File: config.mk
export PLATFORM = sky130hd
export DESIGN_NAME = circle_window_span_generator_top
export DESIGN_NICKNAME = d
export VERILOG_FILES = /design/src/rtl/core/csg_pkg.sv /design/src/rtl/core/circle_window_span_generator_top.sv /design/src/rtl/core/csg_front.sv /design/src/rtl/core/csg_sqrt_cell.sv /design/src/rtl/core/csg_edge.sv
export SDC_FILE = /design/constraint.sdc
export NUM_CORES = 1
export LEC_CHECK = 0
export BUFFER_PORTS_ARGS = -buffer_cell sky130_fd_sc_hd__buf_2
export CORE_MARGIN = 4
export CORE_UTILIZATION = 64
export CTS_CLUSTER_SIZE = 28
export DETAILED_ROUTE_END_ITERATION = 10
export HOLD_SLACK_MARGIN = 0.05
export PLACE_DENSITY = 0.88
export SLEW_MARGIN = 5
export SYNTH_ARGS = -nofsm -noshare
export SYNTH_HDL_FRONTEND = slang
export SYNTH_SLANG_ARGS = --single-unit
File: constraint.sdc
create_clock -name clk -period 7.5 [get_ports clk]
set_input_delay 0.375 -clock clk [delete_from_list [all_inputs] [get_ports clk]]
set_output_delay 0.375 -clock clk [all_outputs]
set_load 0.02 [all_outputs]
File: src/rtl/core/csg_pkg.sv
// Shared types and constants for the circle window span generator.
// No dependencies.
package csg_pkg;

	// Screen width used to clamp the window edges
	localparam int SCREEN_WIDTH = 240;
	localparam int SW_W = 11;
	localparam logic [SW_W-1:0] SCREEN_WIDTH_C = SW_W'(SCREEN_WIDTH);

	// Square root pipeline: one cell per result bit
	localparam int RAD_W = 16;
	localparam int ROOT_BITS = 8;
	localparam int NUM_CELLS = ROOT_BITS;
	localparam int STEP_W = 3;

	// Configuration register indexes
	localparam int CFG_IDX_W = 3;
	localparam logic [CFG_IDX_W-1:0] REG_FIRST_LINE = 3'd0;
	localparam logic [CFG_IDX_W-1:0] REG_LAST_LINE  = 3'd1;
	localparam logic [CFG_IDX_W-1:0] REG_CENTER_X   = 3'd2;
	localparam logic [CFG_IDX_W-1:0] REG_CENTER_Y   = 3'd3;
	localparam logic [CFG_IDX_W-1:0] REG_RADIUS     = 3'd4;
	localparam int CFG_DATA_W = 11;

	// Configuration register file contents
	typedef struct packed {
		logic [7:0]        first_line;
		logic [7:0]        last_line;
		logic signed [10:0] center_x;
		logic [7:0]        center_y;
		logic [7:0]        radius;
	} csg_cfg_t;

	// Item carried along the square root chain
	typedef struct packed {
		logic             in_span;
		logic [RAD_W-1:0] rem;
		logic [RAD_W-1:0] root;
	} csg_sqrt_t;

endpackage

File: src/rtl/core/circle_window_span_generator_top.sv
// Top level of the circle window span generator: configuration registers,
// front end, chain of square root cells and output stage. Depends on csg_pkg.
//
// Usage:
//   - Input channel (in_valid/in_ready, line): one scanline number per item.
//   - Output channel (out_valid/out_ready, in_span, left_edge, right_edge):
//     one result per item, in input order.
//   - Config channel (cfg_valid/cfg_ready, cfg_index, cfg_data): cfg_ready is
//     always high; index 0 first_line, 1 last_line, 2 center_x, 3 center_y,
//     4 radius; other indexes are ignored. Write only while the block is idle.
// Pipeline: an accepted item passes two front stages, eight square root
// cells and one output register (eleven registers) before out_valid rises.
// Throughput: one item per cycle; every stage has its own valid bit and the
// chain advances whenever the next stage is empty or moving.
// Reset: all stages empty, registers at first_line 0, last_line 0,
// center_x 120, center_y 80, radius 0.
// Receiver stall: the output register holds; bubbles ahead of it are
// squeezed out, and in_ready drops only once all eleven stages hold items.
module circle_window_span_generator_top import csg_pkg::*; (
	input  logic                  clk,
	input  logic                  arst_n,
	input  logic                  in_valid,
	output logic                  in_ready,
	input  logic [7:0]            line,
	output logic                  out_valid,
	input  logic                  out_ready,
	output logic                  in_span,
	output logic [7:0]            left_edge,
	output logic [7:0]            right_edge,
	input  logic                  cfg_valid,
	output logic                  cfg_ready,
	input  logic [CFG_IDX_W-1:0]  cfg_index,
	input  logic [CFG_DATA_W-1:0] cfg_data
);

	csg_cfg_t  cfg_q;
	logic      vld [0:NUM_CELLS];
	logic      rdy [0:NUM_CELLS];
	csg_sqrt_t dat [0:NUM_CELLS];

	// Configuration registers
	assign cfg_ready = 1'b1;

	always_ff @(posedge clk or negedge arst_n) begin
		if (!arst_n) begin
			cfg_q.first_line <= 8'd0;
			cfg_q.last_line  <= 8'd0;
			cfg_q.center_x   <= 11'sd120;
			cfg_q.center_y   <= 8'd80;
			cfg_q.radius     <= 8'd0;
		end else if (cfg_valid) begin
			unique case (cfg_index)
				REG_FIRST_LINE: cfg_q.first_line <= cfg_data[7:0];
				REG_LAST_LINE:  cfg_q.last_line  <= cfg_data[7:0];
				REG_CENTER_X:   cfg_q.center_x   <= $signed(cfg_data[10:0]);
				REG_CENTER_Y:   cfg_q.center_y   <= cfg_data[7:0];
				REG_RADIUS:     cfg_q.radius     <= cfg_data[7:0];
				default: begin
				end
			endcase
		end
	end

	// Span test and radicand
	csg_front u_front (
		.clk      (clk),
		.arst_n   (arst_n),
		.cfg      (cfg_q),
		.up_valid (in_valid),
		.up_ready (in_ready),
		.line     (line),
		.dn_valid (vld[0]),
		.dn_ready (rdy[0]),
		.dn_data  (dat[0])
	);

	// Square root chain, one result bit per cell
	for (genvar k = 0; k < NUM_CELLS; k++) begin : g_cell
		csg_sqrt_cell u_cell (
			.clk      (clk),
			.arst_n   (arst_n),
			.step     (STEP_W'(k)),
			.up_valid (vld[k]),
			.up_ready (rdy[k]),
			.up_data  (dat[k]),
			.dn_valid (vld[k+1]),
			.dn_ready (rdy[k+1]),
			.dn_data  (dat[k+1])
		);
	end

	// Edge clamp and output register
	csg_edge u_edge (
		.clk        (clk),
		.arst_n     (arst_n),
		.center_x   (cfg_q.center_x),
		.up_valid   (vld[NUM_CELLS]),
		.up_ready   (rdy[NUM_CELLS]),
		.up_data    (dat[NUM_CELLS]),
		.out_valid  (out_valid),
		.out_ready  (out_ready),
		.in_span    (in_span),
		.left_edge  (left_edge),
		.right_edge (right_edge)
	);

	// Outside the span both edges are zero
	a_zero_outside: assert property (@(posedge clk) disable iff (!arst_n)
		out_valid && !in_span |-> left_edge == 8'd0 && right_edge == 8'd0)
		else $error("edge nonzero outside span");

	// Inside the span the window is never inverted
	a_ordered: assert property (@(posedge clk) disable iff (!arst_n)
		out_valid && in_span |-> left_edge <= right_edge)
		else $error("left edge beyond right edge");

	// An empty output register means the whole chain can move
	a_ready_chain: assert property (@(posedge clk) disable iff (!arst_n)
		!out_valid |-> in_ready)
		else $error("input stalled with empty output");

endmodule

File: src/rtl/core/csg_front.sv
// Front end: span test, |dy| and radicand r^2 - dy^2, two pipeline stages.
// Depends on csg_pkg.
module csg_front import csg_pkg::*; (
	input  logic      clk,
	input  logic      arst_n,
	input  csg_cfg_t  cfg,
	input  logic      up_valid,
	output logic      up_ready,
	input  logic [7:0] line,
	output logic      dn_valid,
	input  logic      dn_ready,
	output csg_sqrt_t dn_data
);

	logic       valid_s1;
	logic       span_s1;
	logic [7:0] dya_s1;
	logic       valid_s2;
	logic       span_s2;
	logic [RAD_W-1:0] rad_s2;

	logic       ready_s1;
	logic       ready_s2;
	logic       span_c;
	logic [7:0] dya_c;
	logic [8:0] line_r;
	logic [8:0] cy_r;
	logic [RAD_W-1:0] rsq;
	logic [RAD_W-1:0] dsq;

	// Span test: first <= line < last, cy - r <= line < cy + r
	always_comb begin
		line_r = 9'(line) + 9'(cfg.radius);
		cy_r   = 9'(cfg.center_y) + 9'(cfg.radius);
		span_c = (line >= cfg.first_line) && (line < cfg.last_line)
			&& (line_r >= 9'(cfg.center_y)) && (9'(line) < cy_r);
		if (line >= cfg.center_y) begin
			dya_c = line - cfg.center_y;
		end else begin
			dya_c = cfg.center_y - line;
		end
		if (!span_c) begin
			dya_c = '0;
		end
	end

	assign ready_s2 = !valid_s2 || dn_ready;
	assign ready_s1 = !valid_s1 || ready_s2;
	assign up_ready = ready_s1;

	// Stage 1: span flag and |dy|
	always_ff @(posedge clk or negedge arst_n) begin
		if (!arst_n) begin
			valid_s1 <= 1'b0;
		end else if (ready_s1) begin
			valid_s1 <= up_valid;
		end
	end

	always_ff @(posedge clk) begin
		if (ready_s1 && up_valid) begin
			span_s1 <= span_c;
			dya_s1  <= dya_c;
		end
	end

	// Stage 2: radicand
	assign rsq = RAD_W'(cfg.radius) * RAD_W'(cfg.radius);
	assign dsq = RAD_W'(dya_s1) * RAD_W'(dya_s1);

	always_ff @(posedge clk or negedge arst_n) begin
		if (!arst_n) begin
			valid_s2 <= 1'b0;
		end else if (ready_s2) begin
			valid_s2 <= valid_s1;
		end
	end

	always_ff @(posedge clk) begin
		if (ready_s2 && valid_s1) begin
			span_s2 <= span_s1;
			rad_s2  <= rsq - dsq;
		end
	end

	assign dn_valid        = valid_s2;
	assign dn_data.in_span = span_s2;
	assign dn_data.rem     = rad_s2;
	assign dn_data.root    = '0;

endmodule

File: src/rtl/core/csg_sqrt_cell.sv
// One step of the digit-by-digit square root, registered with its own valid.
// Depends on csg_pkg.
module csg_sqrt_cell import csg_pkg::*; (
	input  logic              clk,
	input  logic              arst_n,
	input  logic [STEP_W-1:0] step,
	input  logic              up_valid,
	output logic              up_ready,
	input  csg_sqrt_t         up_data,
	output logic              dn_valid,
	input  logic              dn_ready,
	output csg_sqrt_t         dn_data
);

	logic              valid_q;
	csg_sqrt_t         data_q;
	csg_sqrt_t         next_c;
	logic [4:0]        shift;
	logic [RAD_W-1:0]  bitv;
	logic [RAD_W:0]    trial;

	// Trial subtract of root + bit at this cell's bit position
	always_comb begin
		shift = 5'd14 - {1'b0, step, 1'b0};
		bitv  = RAD_W'(1) << shift;
		trial = {1'b0, up_data.root} + {1'b0, bitv};
		next_c.in_span = up_data.in_span;
		if ({1'b0, up_data.rem} >= trial) begin
			next_c.rem  = up_data.rem - trial[RAD_W-1:0];
			next_c.root = (up_data.root >> 1) + bitv;
		end else begin
			next_c.rem  = up_data.rem;
			next_c.root = up_data.root >> 1;
		end
	end

	assign up_ready = !valid_q || dn_ready;

	always_ff @(posedge clk or negedge arst_n) begin
		if (!arst_n) begin
			valid_q <= 1'b0;
		end else if (up_ready) begin
			valid_q <= up_valid;
		end
	end

	always_ff @(posedge clk) begin
		if (up_ready && up_valid) begin
			data_q <= next_c;
		end
	end

	assign dn_valid = valid_q;
	assign dn_data  = data_q;

endmodule

File: src/rtl/core/csg_edge.sv
// Output stage: center_x -/+ s clamped to the screen, held in the output register.
// Depends on csg_pkg.
module csg_edge import csg_pkg::*; (
	input  logic               clk,
	input  logic               arst_n,
	input  logic signed [10:0] center_x,
	input  logic               up_valid,
	output logic               up_ready,
	input  csg_sqrt_t          up_data,
	output logic               out_valid,
	input  logic               out_ready,
	output logic               in_span,
	output logic [7:0]         left_edge,
	output logic [7:0]         right_edge
);

	logic              valid_q;
	logic              span_q;
	logic [7:0]        left_q;
	logic [7:0]        right_q;
	logic [7:0]        s;
	logic signed [12:0] lo_c;
	logic signed [12:0] hi_c;
	logic [7:0]        left_c;
	logic [7:0]        right_c;

	function automatic logic [7:0] clamp_edge(input logic signed [12:0] v);
		logic [7:0] r;
		if (v < 13'sd0) begin
			r = '0;
		end else if (v > $signed(13'(SCREEN_WIDTH_C))) begin
			r = SCREEN_WIDTH_C[7:0];
		end else begin
			r = v[7:0];
		end
		return r;
	endfunction

	// Edges; both forced to zero outside the span
	always_comb begin
		s    = up_data.root[7:0];
		lo_c = 13'(center_x) - $signed({5'b0, s});
		hi_c = 13'(center_x) + $signed({5'b0, s});
		if (up_data.in_span) begin
			left_c  = clamp_edge(lo_c);
			right_c = clamp_edge(hi_c);
		end else begin
			left_c  = '0;
			right_c = '0;
		end
	end

	assign up_ready = !valid_q || out_ready;

	always_ff @(posedge clk or negedge arst_n) begin
		if (!arst_n) begin
			valid_q <= 1'b0;
		end else if (up_ready) begin
			valid_q <= up_valid;
		end
	end

	always_ff @(posedge clk) begin
		if (up_ready && up_valid) begin
			span_q  <= up_data.in_span;
			left_q  <= left_c;
			right_q <= right_c;
		end
	end

	assign out_valid  = valid_q;
	assign in_span    = span_q;
	assign left_edge  = left_q;
	assign right_edge = right_q;

endmodule

==> metrics.cfg, run 1 <==
[clock_network]
htree_levels = 1
cts_made_buffers = 27
cts_buffer_depth = 3
clock_sinks = 253
cts_tree = yes
cts.clk_slew.worst_paths_ps = 60
post_cts_resized = 0
clock_latency_ps = 540
root_buffer = clkbuf_16

[sta]
fin_ws_ps = 1349
whs_ps = 59.92
slew_headroom_pct = 32.49
worst_pin_slew_ps = 1013
max_clock_freq_ghz = 0.1626
post-route-min-period_ps = 6151
final.setup.tns_ps = 0
finalSetupViolCount = 0
drv_slew = 0
grt_setup_unrepaired = false
fin_crit_sh_pct = 82.01
hold_viol_final = 0
skew_ps = 7.731

[yosys]
synth_nets = 1793
synth_commonest_cells = 235 x inv_1, 199 x edfxtp_1, 171 x ha_1
synth_edf_count = 199
synth.most_common_cell = inv_1
avgSynthCellArea_um2 = 11.08
synth_top_cell_area_share_pct = 35.71
synthArstFlopShare_pct = 21.34
synth_cell_types = 69
synth_cells = 1510
synth_top_cell_by_area = edfxtp_1
ys_warn_count = 0
ys.flop_type = edfxtp_1
ys_ff_latch = 253
syn-cell-area_um2 = 16730
yosysSeqAreaShare_pct = 43.83
synth_area_leaders = edfxtp_1 36%, ha_1 13%, fa_1 10%, dfrtp_1 7.2%, inv_1 5.3%

[hold_path]
min_delay_path_depth = 3
hp-class = in -> reg

[grt]
grt_pass1_vias = 11761
grt_pass1_wl_um = 56120
grt.overflow.total = 0
antenna_found_initial = 0
grt_max_degree = 55
grt_usage_pct = 23.83

[detailed_routing]
drt_first_iter_violations = 981
firstDrtPassIters = 5
routed_via_density = 5.831
totalWireLength_um = 33340
wire_per_inst_um = 17.42
via_count = 11160
drc = 0
antenna_left = 0

[final_layout]
areaGrowthSynthToFinish_pct = 8.576
antenna_cells = 0
drive_above_1_share_pct = 9.848
nNetsFinal = 1847
post-route-util_pct = 71.33

[critical_path]
critPathLaunchType = flip-flop
worstPathArrival_ps = 6520
cpMaxStageDelayCell = dfrtp_1
endpoint_kind = flip-flop
critPathMaxStageDelay_ps = 750
cp_cell_sequence = nand2_1, fa_1, fa_1, inv_1, fa_1, fa_1, fa_1, inv_1, fa_1, inv_1, ha_1, nor3_1, o21ai_0, nand2_1, o21ai_0, or4_1, a2111o_1, o211ai_1
reg2reg_depth = 18
required_ps = 7870
crit_fanout = 16
critPathMostFrequentCell = fa_1
critPathKind = reg -> reg

[placement]
hpwl_um = 25700
numPortBuffers = 45
dp_slack_ps = 1383
globalplace.congestion = 0.8914

[floorplan]
die_area_um2 = 28800
start_util_pct = 65.70
num_rows = 58
core_um2 = 25470
die_w_um = 169.7
top_level_ports = 47
die_y_um = 169.7

[run]
drv_cap = 0

[outcome]
status = completed

per-stage QoR:
stage	cells	instance area, um2
finish	1914	18170
global route	1914	18170
CTS	1914	18170
detailed placement	1864	17310
global placement	1864	17310
floorplan	1510	16730
routing by layer:
layer	wire [um]	track usage [%]	part of all wire (%)
met3	1843	2.725	5.5
met1	12930	28.97	39
met2	17510	44.33	53
met5	0	0	0
met4	1057	7.560	3.2
flip-flops by register name (all words and copies together) (netlist names):
register,count
cfg_q,43
g_cell.u_cell.dn_data,156
g_cell.u_cell.dn_valid,8
u_edge.in_span,1
u_edge.left_edge,8
u_edge.out_valid,1
u_edge.right_edge,8
u_front.dn_valid,1
u_front.dya_s1,8
u_front.rad_s2,16
u_front.span_s1,1
u_front.span_s2,1
u_front.valid_s1,1
repair_timing:
| item | in CTS | in global routing |
|---|---|---|
| setup buffers | 0 | 0 |
| hold buffers | 1 | 0 |
| hold endpoints to repair | 48 | 0 |
cell families (layout without fill, tap and decap cells):
family,after synthesis,after routing,share of synthesized area (%)
other,2,2,0.04488
DFF,253,253,43.83
AOI/OAI and AO/OA,251,251,9.593
and+or+nand+nor,371,371,11.10
muxes,39,39,2.579
adders and majority gates,256,256,22.95
xor gates and xnor gates,75,75,3.925
buffers and inverters,263,337,5.981
layout by cell type (no fill, tap or decap), types with 20 or more instances in the layout:
cell type	instances
inv_1	235
edfxtp_1	199
ha_1	171
nand2_1	107
fa_1	85
nor2_1	80
a21oi_1	68
o21ai_0	64
xnor2_1	50
dfrtp_1	48
buf_2	45
mux2_2	33
nor3_1	29
o21a_1	27
clkbuf_16	27
xor2_1	25
and2_1	24
nand2b_1	24
a21o_1	20
layout make-up:
cell class / count / area, um2
clock inverter: 18 / 158.9
sequential: 253 / 7335
tap: 330 / 412.9
clock buffer: 31 / 690.7
timing repair buffer: 52 / 280.3
fill: 1688 / 7302
multi-input combinational: 994 / 8406
inverter: 236 / 887.1
path summary, 6_finish.rpt:
| path | start | to | slack, ps |
|---|---|---|---|
| min in group asynchronous | arst_n | cfg_q[41] | 500 |
| hold reg to reg | u_front.rad_s2[1] | g_cell[0].u_cell.dn_data[17] | 420 |
| max in group asynchronous | arst_n | g_cell[5].u_cell.dn_valid | 6530 |
| setup reg to reg | cfg_q[1] | u_front.rad_s2[15] | 1350 |
| setup / recovery | cfg_q[1] | u_front.rad_s2[15] | 1350 |
| hold / removal | cfg_data[10] | cfg_q[26] | 60 |
worst max-delay path, delay by kind of cell, from the launching register on:
kind	cells	cell delay (ps)
buffers and inverters	3	150
adder cells (fa/ha/maj)	7	3420
AO/OA/AOI/OAI	4	740
AND/OR/NAND/NOR	4	900
flip-flops	1	750
Power of run 1 is not shown: default switching activity piles up to over one toggle a cycle in this logic, so the estimate is an artifact.
==> inputs of run 2 (changes only) <==
--- a/config.mk
+++ b/config.mk
@@ -7,11 +7,11 @@
 export LEC_CHECK = 0
 export BUFFER_PORTS_ARGS = -buffer_cell sky130_fd_sc_hd__buf_2
 export CORE_MARGIN = 4
-export CORE_UTILIZATION = 64
+export CORE_UTILIZATION = 58
 export CTS_CLUSTER_SIZE = 28
 export DETAILED_ROUTE_END_ITERATION = 10
 export HOLD_SLACK_MARGIN = 0.05
-export PLACE_DENSITY = 0.88
+export PLACE_DENSITY = 0.84
 export SLEW_MARGIN = 5
 export SYNTH_ARGS = -nofsm -noshare
 export SYNTH_HDL_FRONTEND = slang
==> constraint.sdc (replaced) <==
create_clock -name clk -period 5.3 [get_ports clk]
set_input_delay 0.265 -clock clk [delete_from_list [all_inputs] [get_ports clk]]
set_output_delay 0.265 -clock clk [all_outputs]
set_load 0.02 [all_outputs]
==> run 2 against run 1 <==
Net effect:
- the flow now finishes with violations (negative setup slack)
- critical path depth rose by 1
- global-route usage fell by 0.97 points
- first-iteration DRC count fell by 18%
- final area rose by 4.8%
- fmax rose by 13%
- core utilization fell by 3.5 points
- worst setup slack got worse by 1500 ps
- critical endpoint unchanged
- non-clock buffer count rose by 81
==> metrics.cfg, run 2 (synthesis results as in run 1) <==
[critical_path]
regToRegSetupSlack_ps = -150  ; -1500 ps
endpoint_kind = flip-flop
crit_fanout = 4  ; -12
worstPathArrival_ps = 5830  ; -690 ps
critPathLaunchType = flip-flop
required_ps = 5680  ; -2190 ps
r2r-start = cfg_q[1]
critPathKind = reg -> reg
critPathLaunch = cfg_q[1]

[run]
drv_cap = 0  ; unchanged

[final_layout]
drive_above_1_share_pct = 16.59  ; +6.7 points
largest_register_ffs = 156  ; unchanged
final_cells = 2042  ; +6.7%
layout_commonest_cell = inv_1
nNetsFinal = 1927  ; +4.3%
areaGrowthSynthToFinish_pct = 13.79
antenna_cells = 0  ; unchanged
post-route-util_pct = 67.80  ; -3.5 points
nFillCells = 2011  ; +19%
most-common-layout-cells = 227 x inv_1, 199 x edfxtp_1, 164 x ha_1, 97 x nand2_1

[grt]
grtUsageMet2_pct = 40.07  ; -4.3 points
grt_max_degree = 55  ; unchanged
grt_pass1_vias = 12105  ; +2.9%
grt_busiest_layer = met2
antenna_found_initial = 1  ; +1
grt_pass1_wl_um = 58390  ; +4.1%
grt.overflow.total = 0  ; unchanged
use_met3_pct = 3.366  ; +0.64 points
grt_usage_pct = 22.86  ; -0.97 points
grt.met1_usage_pct = 28.74  ; -0.23 points

[clock_network]
htree_levels = 1  ; unchanged
cts_made_buffers = 26  ; -3.7%
root_buffer = clkbuf_16
cts.clk_slew.worst_paths_ps = 60  ; about the same
clock_sinks = 253  ; unchanged
cts_buffer_depth = 3  ; unchanged
cts_tree = yes
clock_latency_ps = 540  ; about the same

[sta]
post-route-min-period_ps = 5451  ; -700.4 ps
fin_crit_sh_pct = 102.8  ; +21 points
skew_ps = 14.38  ; +6.650 ps
drv_slew = 0  ; unchanged
finalSetupViolCount = 2  ; +2
whs_ps = 75.06  ; +15.13 ps
grt_setup_unrepaired = true
slew_headroom_pct = 27.60  ; -4.9 points
hold_viol_final = 0  ; unchanged
fin_ws_ps = -150.6  ; -1500 ps
worst_pin_slew_ps = 1082  ; +69.40 ps
max_clock_freq_ghz = 0.1835  ; +13%

[floorplan]
top_level_ports = 47  ; unchanged
die_w_um = 177.9  ; +4.8%
core_um2 = 28090  ; +10%
start_util_pct = 59.58  ; -6.1 points
die_area_um2 = 31630  ; +9.8%
die_y_um = 177.9  ; +4.8%
num_rows = 61  ; +5.2%

[placement]
dp_slack_ps = -304.0  ; -1687 ps
hpwl_um = 26280  ; +2.3%
numPortBuffers = 45  ; unchanged
place_inst = 1970  ; +5.7%
globalplace.congestion = 0.9116  ; +2.3%

[outcome]
status = complete, but fails checks
violations = negative setup slack

[detailed_routing]
wire_per_inst_um = 17.17  ; -1.4%
totalWireLength_um = 35060  ; +5.1%
via_count = 11515  ; +3.2%
routed_via_density = 5.639  ; -3.3%
antenna_left = 0  ; unchanged
drc = 0  ; unchanged
firstDrtPassIters = 5  ; unchanged
drt_first_iter_violations = 809  ; -18%

[hold_path]
min_from = cfg_data[3]
hp-class = in -> reg

run 2: per-stage QoR:
stage,TNS (ps),cell area (um2)
after detailed placement,-667.0,17870
final,-204.1,19040
after floorplan,-143.7,16850
after global placement,-248.2,17870
after global routing,-989.8,19040
after CTS,-383.7,18930
run 2: area by class of cell:
| class | count | area, um2 | area share (%) |
|---|---|---|---|
| Clock buffer | 32 | 683.2 | 3.588 |
| Clock inverter | 16 | 108.9 | 0.5717 |
| Inverter | 236 | 887.1 | 4.659 |
| Multi-Input combinational cell | 994 | 8630 | 45.32 |
| Sequential cell | 253 | 7337 | 38.53 |
| Tap cell | 378 | 473.0 | 2.484 |
| Timing Repair Buffer | 133 | 923.4 | 4.849 |
run 2: worst max-delay path: stages, from the launching register on:
cell and delay [ps]:
dfrtp_2 440, buf_6 140, nand2_4 70, fa_2 470, fa_1 540, inv_2 50, fa_1 520, fa_1 450
fa_1 550, inv_2 50, fa_1 500, inv_2 60, ha_4 240, nor2_2 120, nor2_2 50, nand2_1 80
o21ai_2 70, or4_4 430, a2111o_1 380, o211ai_1 90
run 2: what timing repair did:
item / in CTS / in global routing
pin swaps: 29 / 25
hold buffers: 12 / 0
endpoints found under the setup margin: 4 / 5
setup buffers: 8 / 5
gates resized for setup: 30 / 22
endpoints found under the hold margin: 63 / 0
cloned: 0 / 0
run 2: layer usage:
layer  wire length [um]  share of wire, %  vias to the layer above
li1                   -                 -                     5459
met3               1948               5.6                      122
met2              17580                50                      365
met5                 12             0.034                        -
met1              14110                40                     5567
met4               1407               4.0                        2
run 2: worst paths after layout:
kind                                                endpoint  cells past startpoint
min in group asynchronous                          cfg_q[15]                      3
worst max-delay path                      u_front.rad_s2[15]                     19
worst min-delay path                               cfg_q[30]                      3
max in group asynchronous                           cfg_q[1]                      3
worst min register to register  g_cell[0].u_cell.dn_data[18]                      0
worst max register to register            u_front.rad_s2[15]                     19
Power of run 2 is left out for the same reason.
